File: config.mk
export PLATFORM = sky130hd
export DESIGN_NAME = zlib_fixed_huffman_literal_encoder_flat
export DESIGN_NICKNAME = d
export VERILOG_FILES = /design/src/design/zfhl_pkg.sv /design/src/design/zfhl_ifs.sv /design/src/design/zfhl_front.sv /design/src/design/zfhl_queue.sv /design/src/design/zfhl_back.sv /design/src/design/zlib_fixed_huffman_literal_encoder.sv /design/src/flat_wrapper.sv
export SDC_FILE = /design/constraint.sdc
export NUM_CORES = 1
export LEC_CHECK = 0
export BUFFER_PORTS_ARGS = -buffer_cell sky130_fd_sc_hd__buf_2
export CAP_MARGIN = 10
export CORE_UTILIZATION = 59
export CTS_BUF_LIST = sky130_fd_sc_hd__clkbuf_4 sky130_fd_sc_hd__clkbuf_8
export CTS_CLUSTER_SIZE = 28
export DETAILED_ROUTE_END_ITERATION = 6
export GPL_TIMING_DRIVEN = 1
export PLACE_DENSITY = 0.78
export RECOVER_POWER = 50
export SKIP_LAST_GASP = 1
export SLEW_MARGIN = 20
export SYNTH_ARGS = -nofsm -noshare
export SYNTH_HDL_FRONTEND = slang
export SYNTH_SLANG_ARGS = --single-unit
File: constraint.sdc
create_clock -name clk -period 5.29 [get_ports clk]
set_clock_uncertainty 0.15 [all_clocks]
set_input_delay 0.529 -clock clk [delete_from_list [all_inputs] [get_ports clk]]
set_output_delay 0.529 -clock clk [all_outputs]
set_load 0.01 [all_outputs]
File: src/design/zfhl_pkg.sv
// Package: constants and command type of the fixed-Huffman literal encoder.
`timescale 1ns / 1ps
`default_nettype none
package zfhl_pkg;

	localparam logic [16:0] ADLER_MOD     = 17'd65521;
	localparam logic [7:0]  LIT_SPLIT     = 8'd144;
	localparam logic [8:0]  LIT_BASE_LOW  = 9'h030;
	localparam logic [8:0]  LIT_BASE_HIGH = 9'h190;
	localparam logic [7:0]  ZLIB_CMF      = 8'h78;
	localparam logic [7:0]  ZLIB_FLG      = 8'h9C;
	// BFINAL=1, BTYPE=01, in sending order from bit 0
	localparam logic [2:0]  BLK_HDR       = 3'b011;
	localparam logic [4:0]  BLK_HDR_LEN   = 5'd3;
	localparam logic [4:0]  EOB_LEN       = 5'd7;
	localparam int          CODE_W        = 19;
	localparam int          NB_W          = 5;
	localparam int          BUF_W         = 26;

	typedef struct packed {
		logic              zhdr;
		logic              trl;
		logic              last;
		logic [NB_W-1:0]   nbits;
		logic [CODE_W-1:0] bits;
		logic [15:0]       sum_high;
		logic [15:0]       sum_low;
	} cmd_t;

endpackage
`default_nettype wire

File: src/design/zfhl_ifs.sv
// Channel interfaces: data bytes in, compressed bytes out, configuration write.
`timescale 1ns / 1ps
`default_nettype none
interface zfhl_data_if;
	logic       valid;
	logic       ready;
	logic [7:0] data_byte;
	logic       last;
	modport source (output valid, output data_byte, output last, input ready);
	modport sink (input valid, input data_byte, input last, output ready);
endinterface

interface zfhl_zs_if;
	logic       valid;
	logic       ready;
	logic [7:0] out_byte;
	logic       out_last;
	modport source (output valid, output out_byte, output out_last, input ready);
	modport sink (input valid, input out_byte, input out_last, output ready);
endinterface

interface zfhl_cfg_if;
	logic valid;
	logic ready;
	logic wrap_zlib;
	modport source (output valid, output wrap_zlib, input ready);
	modport sink (input valid, input wrap_zlib, output ready);
endinterface
`default_nettype wire

File: src/design/zfhl_front.sv
// Front end: accepts data bytes, keeps Adler-32 and stream state, builds bit commands.
`timescale 1ns / 1ps
`default_nettype none
module zfhl_front import zfhl_pkg::*; (
	input  wire logic    clk,
	input  wire logic    arst_n,
	input  wire logic    wrap_zlib,
	zfhl_data_if.sink    data,
	input  wire logic    q_full,
	output logic         push,
	output cmd_t         cmd
);

	logic        started_q;
	logic [15:0] sum_low_q;
	logic [15:0] sum_high_q;
	logic [15:0] low_n;
	logic [15:0] high_n;
	logic [16:0] low_sum;
	logic [16:0] high_sum;
	logic        long_code;
	logic [8:0]  code;
	logic [8:0]  rev;
	logic [4:0]  lit_len;

	function automatic logic [15:0] adler_mod(input logic [16:0] s);
		logic [16:0] r;
		r = (s >= ADLER_MOD) ? s - ADLER_MOD : s;
		return r[15:0];
	endfunction

	assign data.ready = !q_full;
	assign push       = data.valid && data.ready;

	assign low_sum  = {1'b0, sum_low_q} + {9'd0, data.data_byte};
	assign low_n    = adler_mod(low_sum);
	assign high_sum = {1'b0, sum_high_q} + {1'b0, low_n};
	assign high_n   = adler_mod(high_sum);

	assign long_code = data.data_byte >= LIT_SPLIT;
	assign lit_len   = long_code ? 5'd9 : 5'd8;

	always_comb begin
		if (long_code) begin
			code = LIT_BASE_HIGH + {1'b0, data.data_byte} - {1'b0, LIT_SPLIT};
		end else begin
			code = LIT_BASE_LOW + {1'b0, data.data_byte};
		end
	end

	// codes go out MSB first, so reverse into sending order
	always_comb begin
		rev = '0;
		if (long_code) begin
			for (int i = 0; i < 9; i++) begin
				rev[i] = code[8-i];
			end
		end else begin
			for (int i = 0; i < 8; i++) begin
				rev[i] = code[7-i];
			end
		end
	end

	always_comb begin
		cmd.zhdr     = !started_q && wrap_zlib;
		cmd.trl      = data.last && wrap_zlib;
		cmd.last     = data.last;
		cmd.bits     = started_q ? {10'd0, rev} : {7'd0, rev, BLK_HDR};
		cmd.nbits    = (started_q ? 5'd0 : BLK_HDR_LEN) + lit_len +
			(data.last ? EOB_LEN : 5'd0);
		cmd.sum_high = high_n;
		cmd.sum_low  = low_n;
	end

	always_ff @(posedge clk or negedge arst_n) begin
		if (!arst_n) begin
			started_q  <= 1'b0;
			sum_low_q  <= 16'd1;
			sum_high_q <= 16'd0;
		end else if (push) begin
			if (data.last) begin
				started_q  <= 1'b0;
				sum_low_q  <= 16'd1;
				sum_high_q <= 16'd0;
			end else begin
				started_q  <= 1'b1;
				sum_low_q  <= low_n;
				sum_high_q <= high_n;
			end
		end
	end

endmodule
`default_nettype wire

File: src/design/zfhl_queue.sv
// Command queue between front and back end.
`timescale 1ns / 1ps
`default_nettype none
module zfhl_queue import zfhl_pkg::*; #(
	parameter int DEPTH = 4
) (
	input  wire logic clk,
	input  wire logic arst_n,
	input  wire logic push,
	input  wire cmd_t wdata,
	output logic      full,
	input  wire logic pop,
	output logic      empty,
	output cmd_t      rdata
);

	localparam int PW = (DEPTH > 1) ? $clog2(DEPTH) : 1;
	localparam int CW = $clog2(DEPTH + 1);

	cmd_t          mem_q [DEPTH];
	logic [PW-1:0] wptr_q;
	logic [PW-1:0] rptr_q;
	logic [CW-1:0] count_q;

	function automatic logic [PW-1:0] ptr_inc(input logic [PW-1:0] p);
		return (p == PW'(DEPTH - 1)) ? '0 : p + 1'b1;
	endfunction

	assign full  = count_q == CW'(DEPTH);
	assign empty = count_q == '0;
	assign rdata = mem_q[rptr_q];

	always_ff @(posedge clk) begin
		if (push) begin
			mem_q[wptr_q] <= wdata;
		end
	end

	always_ff @(posedge clk or negedge arst_n) begin
		if (!arst_n) begin
			wptr_q  <= '0;
			rptr_q  <= '0;
			count_q <= '0;
		end else begin
			if (push) begin
				wptr_q <= ptr_inc(wptr_q);
			end
			if (pop) begin
				rptr_q <= ptr_inc(rptr_q);
			end
			if (push && !pop) begin
				count_q <= count_q + 1'b1;
			end else if (pop && !push) begin
				count_q <= count_q - 1'b1;
			end
		end
	end

endmodule
`default_nettype wire

File: src/design/zfhl_back.sv
// Back end: packs command bits into bytes, adds zlib header and trailer.
`timescale 1ns / 1ps
`default_nettype none
module zfhl_back import zfhl_pkg::*; (
	input  wire logic clk,
	input  wire logic arst_n,
	input  wire cmd_t cmd,
	input  wire logic empty,
	output logic      pop,
	zfhl_zs_if.source zs
);

	localparam logic [2:0] ST_IDLE = 3'd0;
	localparam logic [2:0] ST_HDR0 = 3'd1;
	localparam logic [2:0] ST_HDR1 = 3'd2;
	localparam logic [2:0] ST_BITS = 3'd3;
	localparam logic [2:0] ST_TRL0 = 3'd4;
	localparam logic [2:0] ST_TRL1 = 3'd5;
	localparam logic [2:0] ST_TRL2 = 3'd6;
	localparam logic [2:0] ST_TRL3 = 3'd7;

	logic [2:0]       state_q;
	logic [2:0]       state_d;
	logic [BUF_W-1:0] buf_q;
	logic [BUF_W-1:0] buf_d;
	logic [NB_W-1:0]  tot_q;
	logic [NB_W-1:0]  tot_d;
	logic             last_q;
	logic             trl_q;
	logic [15:0]      sh_q;
	logic [15:0]      sl_q;
	logic             ov_q;
	logic [7:0]       ob_q;
	logic             ol_q;
	logic             slot;
	logic             load;
	logic             emit;
	logic [7:0]       eb;
	logic             el;
	logic [2:0]       end_state;

	assign slot        = !ov_q || zs.ready;
	assign end_state   = trl_q ? ST_TRL0 : ST_IDLE;
	assign zs.valid    = ov_q;
	assign zs.out_byte = ob_q;
	assign zs.out_last = ol_q;
	assign pop         = load;

	always_comb begin
		state_d = state_q;
		buf_d   = buf_q;
		tot_d   = tot_q;
		load    = 1'b0;
		emit    = 1'b0;
		eb      = '0;
		el      = 1'b0;
		unique case (state_q)
			ST_IDLE: begin
				load = !empty;
			end
			ST_HDR0: begin
				if (slot) begin
					emit    = 1'b1;
					eb      = ZLIB_CMF;
					state_d = ST_HDR1;
				end
			end
			ST_HDR1: begin
				if (slot) begin
					emit    = 1'b1;
					eb      = ZLIB_FLG;
					state_d = ST_BITS;
				end
			end
			ST_BITS: begin
				if (tot_q >= NB_W'(8)) begin
					if (slot) begin
						emit  = 1'b1;
						eb    = buf_q[7:0];
						el    = last_q && !trl_q && (tot_q == NB_W'(8));
						buf_d = buf_q >> 8;
						tot_d = tot_q - NB_W'(8);
					end
				end else if (last_q) begin
					if (tot_q == '0) begin
						state_d = end_state;
					end else if (slot) begin
						emit    = 1'b1;
						eb      = buf_q[7:0];
						el      = !trl_q;
						buf_d   = '0;
						tot_d   = '0;
						state_d = end_state;
					end
				end else if (!empty) begin
					load = 1'b1;
				end else begin
					state_d = ST_IDLE;
				end
			end
			ST_TRL0: begin
				if (slot) begin
					emit    = 1'b1;
					eb      = sh_q[15:8];
					state_d = ST_TRL1;
				end
			end
			ST_TRL1: begin
				if (slot) begin
					emit    = 1'b1;
					eb      = sh_q[7:0];
					state_d = ST_TRL2;
				end
			end
			ST_TRL2: begin
				if (slot) begin
					emit    = 1'b1;
					eb      = sl_q[15:8];
					state_d = ST_TRL3;
				end
			end
			ST_TRL3: begin
				if (slot) begin
					emit    = 1'b1;
					eb      = sl_q[7:0];
					el      = 1'b1;
					state_d = ST_IDLE;
				end
			end
		endcase
		if (load) begin
			// residual bits stay below, new bits go on top
			buf_d   = BUF_W'(buf_q[7:0]) | (BUF_W'(cmd.bits) << tot_q[2:0]);
			tot_d   = tot_q + cmd.nbits;
			state_d = cmd.zhdr ? ST_HDR0 : ST_BITS;
		end
	end

	always_ff @(posedge clk or negedge arst_n) begin
		if (!arst_n) begin
			state_q <= ST_IDLE;
			buf_q   <= '0;
			tot_q   <= '0;
			ov_q    <= 1'b0;
		end else begin
			state_q <= state_d;
			buf_q   <= buf_d;
			tot_q   <= tot_d;
			if (emit) begin
				ov_q <= 1'b1;
			end else if (zs.ready) begin
				ov_q <= 1'b0;
			end
		end
	end

	always_ff @(posedge clk) begin
		if (load) begin
			last_q <= cmd.last;
			trl_q  <= cmd.trl;
			sh_q   <= cmd.sum_high;
			sl_q   <= cmd.sum_low;
		end
		if (emit) begin
			ob_q <= eb;
			ol_q <= el;
		end
	end

endmodule
`default_nettype wire

File: src/design/zlib_fixed_huffman_literal_encoder.sv
// Top level of the fixed-Huffman deflate literal encoder with optional zlib wrap.
// Channels: data takes one data byte per item with a last mark; zstream gives
// one compressed byte per item, out_last on the final byte of a stream; cfg
// writes wrap_zlib (1 after reset) and is always ready.
// Each stream is one fixed-Huffman deflate block of literals, preceded by
// 78 9C and followed by the big-endian Adler-32 when wrap_zlib is set.
// The front end classifies a byte and updates Adler-32 in the cycle it is
// accepted; the command then waits in a QUEUE_DEPTH-entry queue.
// The back end pops a command from the queue when it is idle or needs more bits,
// and drives bytes into the output register while zstream can take them; the
// zlib header, when due, goes out before the first literal byte of a stream.
// The back end's byte packer limits the rate; the queue takes further bytes while
// the packer works, and the last item adds its flush and trailer bytes.
// data.ready drops only while the queue is full.
// When zstream stalls, the output register holds its byte and the queue fills.
// Reset clears the queue, the bit buffer and the stream state and sets
// wrap_zlib to 1; no clearing pass is needed.
`timescale 1ns / 1ps
`default_nettype none
module zlib_fixed_huffman_literal_encoder import zfhl_pkg::*; #(
	parameter int QUEUE_DEPTH = 4
) (
	input  wire logic clk,
	input  wire logic arst_n,
	zfhl_data_if.sink data,
	zfhl_zs_if.source zstream,
	zfhl_cfg_if.sink  cfg
);

	logic wrap_q;
	logic push;
	logic pop;
	logic q_full;
	logic q_empty;
	cmd_t cmd_in;
	cmd_t cmd_out;

	assign cfg.ready = 1'b1;

	always_ff @(posedge clk or negedge arst_n) begin
		if (!arst_n) begin
			wrap_q <= 1'b1;
		end else if (cfg.valid && cfg.ready) begin
			wrap_q <= cfg.wrap_zlib;
		end
	end

	zfhl_front u_front (
		.clk       (clk),
		.arst_n    (arst_n),
		.wrap_zlib (wrap_q),
		.data      (data),
		.q_full    (q_full),
		.push      (push),
		.cmd       (cmd_in)
	);

	zfhl_queue #(
		.DEPTH (QUEUE_DEPTH)
	) u_queue (
		.clk    (clk),
		.arst_n (arst_n),
		.push   (push),
		.wdata  (cmd_in),
		.full   (q_full),
		.pop    (pop),
		.empty  (q_empty),
		.rdata  (cmd_out)
	);

	zfhl_back u_back (
		.clk    (clk),
		.arst_n (arst_n),
		.cmd    (cmd_out),
		.empty  (q_empty),
		.pop    (pop),
		.zs     (zstream)
	);

endmodule
`default_nettype wire

File: src/flat_wrapper.sv
// flat-port wrapper written by rule: the top's interface ports become plain ports
module zlib_fixed_huffman_literal_encoder_flat import zfhl_pkg::*;
#(
	parameter int QUEUE_DEPTH = 4
)
  (clk, arst_n, data_valid, data_data_byte, data_last, data_ready, zstream_valid, zstream_out_byte, zstream_out_last, zstream_ready, cfg_valid, cfg_wrap_zlib, cfg_ready);
  zfhl_data_if data_i ();
  zfhl_zs_if zstream_i ();
  zfhl_cfg_if cfg_i ();
  input  wire logic clk;
  input  wire logic arst_n;
  input wire logic [$bits(data_i.valid)-1:0] data_valid;
  input wire logic [$bits(data_i.data_byte)-1:0] data_data_byte;
  input wire logic [$bits(data_i.last)-1:0] data_last;
  output wire logic [$bits(data_i.ready)-1:0] data_ready;
  output wire logic [$bits(zstream_i.valid)-1:0] zstream_valid;
  output wire logic [$bits(zstream_i.out_byte)-1:0] zstream_out_byte;
  output wire logic [$bits(zstream_i.out_last)-1:0] zstream_out_last;
  input wire logic [$bits(zstream_i.ready)-1:0] zstream_ready;
  input wire logic [$bits(cfg_i.valid)-1:0] cfg_valid;
  input wire logic [$bits(cfg_i.wrap_zlib)-1:0] cfg_wrap_zlib;
  output wire logic [$bits(cfg_i.ready)-1:0] cfg_ready;
  assign data_i.valid = data_valid;
  assign data_i.data_byte = data_data_byte;
  assign data_i.last = data_last;
  assign data_ready = data_i.ready;
  assign zstream_valid = zstream_i.valid;
  assign zstream_out_byte = zstream_i.out_byte;
  assign zstream_out_last = zstream_i.out_last;
  assign zstream_i.ready = zstream_ready;
  assign cfg_i.valid = cfg_valid;
  assign cfg_i.wrap_zlib = cfg_wrap_zlib;
  assign cfg_ready = cfg_i.ready;
  zlib_fixed_huffman_literal_encoder #(.QUEUE_DEPTH(QUEUE_DEPTH)) u_core (.clk(clk), .arst_n(arst_n), .data(data_i), .zstream(zstream_i), .cfg(cfg_i));
endmodule
==> results.md <==
- Sorting the synthesized cells by how often they occur yields 251 x sky130_fd_sc_hd__edfxtp_1, 83 x sky130_fd_sc_hd__nand2_1, 74 x sky130_fd_sc_hd__nor2_1, 67 x sky130_fd_sc_hd__dfrtp_1, 54 x sky130_fd_sc_hd__mux4_2.
- The I/O pin count is 27.
- The number of global-route vias before repair is 11.2k.
- The flow ran to the end, but the final reports show violations.
- For the worst setup path, the data required time is 5590 ps.
- The path type of the worst setup path is register to register.
- The simple logic cell fraction of the synthesized area is a little over a tenth.
- STA classifies the critical path startpoint as a register.
- The synthesized netlist devotes 10.7% of its cell area to compound gates.
- The maximum buffer depth of the clock tree is 3.
- After filler insertion, the fill cell instance count of the layout stands at around 1.5k.
- The worst min-delay path class is input port to register.
- The final-stage net count is 1463.
- Averaged over all synthesized cells, the footprint is roughly 14 um^2.
- The pin count of the biggest net entering global routing is 70.
- The highest metal layer with signal wires is met4.
- The multiplexer share of the synthesized area is 10.7%.
- After detailed routing, the average wire length per cell comes to 22.8 um.
- The average vias per placed instance is between 6 and 7.
- The total nets after synthesis is 1218.
- The top cell type's share of synthesized area is 48.0%.
- The standby leakage power is approximately 7.6 nW.
- The startpoint identified for the worst register-to-register timing path is u_core.u_front.sum_low_q[0].
- Wires add up to 40400 um.
- The number of pins with negative max-slew slack in the final report came to 70.
- VDD sags by at most 702 uV.
- At the pin with the least slew margin, the transition time is around 2000 ps.
- The largest driver fanout on the critical path is 5.
- Routability-driven placement finished with a final weighted congestion of around 0.92.
- Cells fill approximately 75% of the core in the end.
- The final worst-path setup slack is -727 ps.
- The clock latency on the worst-skew pair is around 600 ps.
- In this run the standard cell core region covers 0.0261 mm^2.
- In the post-synthesis netlist, the biggest area contributors are sky130_fd_sc_hd__edfxtp_1 48%, sky130_fd_sc_hd__dfrtp_1 11%, sky130_fd_sc_hd__mux4_2 7.8%.
- The number of synthesized flops with an enable pin is 251.
- The remaining routing DRC violations is 0.
- The floorplan has 59 rows.
- 0 antenna diodes ended up in the layout.
- Setup repair after global routing could not meet its margin everywhere.
- The met3 routed wirelength is 2660 um.
- The synthesized flop and latch total is 320.
- The TritonCTS clock tree is yes.
- The count of antenna-violating nets left after detailed routing is 0.
- The adder and majority gate portion of the synthesized area is 4.43%.
- The clock sink count is 320.
- The minimum period implied by the final worst setup slack is between 6000 and 7000 ps.
- Derived from the worst setup path, the maximum achievable clock frequency is about 170 MHz.
- After routing, the total negative slack on setup checks comes to -47970 ps.
- For this run, the detailed router's first-pass iteration total came to 6.
- The number of warnings printed during yosys synthesis is 0.
- Measured along the x axis, the die boundary spans between 150 and 200 um.
- The wire length on met1 is between 15000 and 20000 um.
- The arrival time of the worst setup path is between 6000 and 7000 ps.
- The combined global-route utilization of all metal layers is ~30%.
- After synthesis, the netlist uses a little under 90 different library cells.
- The gate count after technology mapping is 1151.
- The number of buffers inserted by port buffering is 25.
- The overall via count from detail_route is between 10k and 15k.
- The power per unit of standard cell area is between 700 and 800 mW/mm^2.
- The cell area after synthesis is ~0.016 mm^2.
- The area growth from synthesis to layout is 24.4%.
- The portion of the post-synthesis area used by sequential elements is about 59%.
- The final reports fail on max-capacitance violations, max-slew violations, negative setup slack.
- The post-CTS clock slew at the launch and capture registers of the worst setup and hold paths is 60 ps.
- Among all flip-flop cells after synthesis, the most frequent one is sky130_fd_sc_hd__edfxtp_1.
- The launch instance of the worst min-delay path is cfg_wrap_zlib.
- The first-pass GRT wire length is 60900 um.
- For this block, the initial DRC count from the detailed router was 1180.
- The number of buffers added by the clock tree synthesis step is just under 50.
- STA classifies the critical path endpoint as a register.
- After global routing the overflow that remains totals 0.
- Setup violations remaining at the end of the flow were counted as 80.
- The sum of met2 wire segment lengths after detailed routing is between 20000 and 25000 um.
- The die covers around 0.027 mm^2.
- The final hold violation count is 0.
- The die height is 165 um.
- The H-tree depth reported by CTS is 2.
- The post-synthesis share of cell area spent on xor and xnor gates is between 2 and 2.5%.
- Summed over all instances, the cell type with the most area after synthesis is sky130_fd_sc_hd__edfxtp_1.
- Once the floorplan was initialized, standard cells occupied 60.2% of the core.
- The root buffer cell is sky130_fd_sc_hd__clkbuf_8.
- The most used standard cell by instance count after synthesis is sky130_fd_sc_hd__edfxtp_1.
- Before CTS, the worst setup slack after placement is -750 ps.
- After synthesis, the largest family of logic cells by area is simple AND/OR/NAND/NOR gates.
- The ratio of final minimum period to clock period is 114%.
- The proportion of register bits with asynchronous set or reset after synthesis is between 20% and 30%.
- The number of antenna violations at the first check in global routing was 0.
- The detailed placement HPWL is 25500 um.
- The number of max-cap violations is 1.
- The critical path launch point is u_core.u_front.sum_low_q[0].
- The normalized max-slew margin is -31.5%.
- The layout cell share with drive strength beyond 1 is between 30% and 40%.
==> layout make-up <==
class / instances / area (um^2) / area share (%)
timing repair buffer: 248 / 1880 / 9.63
clock buffer: 71 / 883 / 4.52
clock inverter: 20 / 220 / 1.13
multi-input combinational: 747 / 6740 / 34.5
sequential: 320 / 9270 / 47.5
tap: 335 / 419 / 2.15
inverter: 30 / 113 / 0.577
==> state kept, by name, summed over array words and instances, names as in the netlist <==
signal                     flops
u_core.u_queue.mem_q         208
u_core.u_back.buf_q           19
u_core.u_back.sh_q            16
u_core.u_back.sl_q            16
u_core.u_front.sum_high_q     16
u_core.u_front.sum_low_q      16
u_core.u_back.zs.out_byte      8
u_core.u_back.tot_q            5
u_core.u_back.state_q          3
u_core.u_queue.count_q         3
u_core.u_queue.rptr_q          2
u_core.u_queue.wptr_q          2
u_core.u_back.last_q           1
u_core.u_back.trl_q            1
u_core.u_back.zs.out_last      1
u_core.u_back.zs.valid         1
u_core.u_front.started_q       1
u_core.wrap_q                  1
==> power breakdown <==
part	switching, W	internal, W
logic	0.00419	0.00356
registers	0.000551	0.00398
clock network	0.000986	0.00128
total	0.00573	0.00882
==> placed cells by master (no fill, tap or decap), drive strengths merged, types with 6 or more instances in the layout <==
cell | netlist | layout
inv | 29 | 29
clkbuf | 41 | 84
fa | 6 | 6
dfrtp | 67 | 67
o211ai | 9 | 9
a221oi | 6 | 6
a22o | 24 | 24
nor2b | 12 | 12
mux2i | 26 | 26
nand3 | 31 | 31
o21ai | 45 | 45
nor2 | 74 | 74
nand2b | 15 | 15
a21oi | 54 | 54
mux4 | 54 | 54
or3 | 10 | 10
clkinv | 1 | 15
xor2 | 22 | 22
a221o | 7 | 7
mux2 | 18 | 18
nor4 | 8 | 8
ha | 46 | 46
a211oi | 6 | 6
edfxtp | 251 | 251
and3 | 14 | 14
xnor2 | 17 | 17
nand3b | 6 | 6
buf | 14 | 234
nand2 | 83 | 83
nand4 | 9 | 9
a21o | 14 | 14
nor3 | 34 | 34
and2 | 7 | 7
a31oi | 6 | 6
==> repair_timing <==
item,CTS,global route
cloned,1,0
setup endpoints to repair,80,80
hold buffers,1,0
gates resized for setup,71,38
buffers inserted,29,14
pin swaps,47,21
endpoints found under the hold margin,45,0
==> routing by layer <==
layer | vias up | global-route usage [%]
met4 | 0 | 13.4
met1 | 5551 | 38.0
li1 | 4987 | -
met3 | 138 | 4.25
met5 | - | 0
met2 | 529 | 50.9
==> worst max-delay path, stage by stage (launching register included) <==
cell and delay [ps]:
sky130_fd_sc_hd__dfstp_2 570, sky130_fd_sc_hd__ha_4 140, sky130_fd_sc_hd__inv_2 30, sky130_fd_sc_hd__fa_2 580
sky130_fd_sc_hd__ha_4 150, sky130_fd_sc_hd__nand4b_1 110, sky130_fd_sc_hd__mux2_4 150, sky130_fd_sc_hd__nand4_1 130
sky130_fd_sc_hd__nor3_2 270, sky130_fd_sc_hd__o2111ai_4 210, sky130_fd_sc_hd__nand2_4 170, sky130_fd_sc_hd__xnor2_4 140
sky130_fd_sc_hd__ha_2 230, sky130_fd_sc_hd__inv_2 40, sky130_fd_sc_hd__fa_2 330, sky130_fd_sc_hd__nand3b_1 260
sky130_fd_sc_hd__buf_6 180, sky130_fd_sc_hd__a21oi_4 180, sky130_fd_sc_hd__mux2i_1 110, sky130_fd_sc_hd__a221oi_2 280
sky130_fd_sc_hd__and4_4 350, sky130_fd_sc_hd__buf_6 130, sky130_fd_sc_hd__nand4_1 180, sky130_fd_sc_hd__o22ai_4 320
sky130_fd_sc_hd__xnor2_2 120, sky130_fd_sc_hd__buf_4 150, sky130_fd_sc_hd__a22o_1 200
==> per-stage QoR <==
| step | hold WS [ps] | power [W] | instances | area, um^2 |
|---|---|---|---|---|
| 3_5_place_dp | 338 | 0.0112 | 1639 | 17600 |
| 3_3_place_gp | 331 | 0.0110 | 1639 | 17600 |
| 5_1_grt | 47.1 | 0.0152 | 1771 | 19500 |
| 4_1_cts | 23.9 | 0.0140 | 1759 | 19300 |
| 6_report | 45.3 | 0.0145 | 1771 | 19500 |
| 2_1_floorplan | 83.4 | 0.00845 | 1151 | 15900 |
==> path summary, 6_finish.rpt <==
check | to | slack, ps | cells after the start
max in group asynchronous | u_core.u_queue.rptr_q[0] | 2700 | 2
max | u_core.u_front.sum_high_q[5] | -730 | 26
min | u_core.wrap_q | 50 | 2
min reg2reg | u_core.u_queue.count_q[2] | 350 | 1
min in group asynchronous | u_core.u_back.buf_q[16] | 850 | 2
max reg2reg | u_core.u_front.sum_high_q[5] | -730 | 26
==> cell families (layout without fill, tap and decap cells) <==
group / after synthesis / after routing
and+or+nand+nor: 323 / 323
DFF: 320 / 320
AOI/OAI and AO/OA: 233 / 234
muxes: 98 / 98
buffers and inverters: 85 / 369
adders and majority gates: 52 / 52
xor gates and xnor gates: 39 / 39
other: 1 / 1
Power figures use the tool's default switching activity.
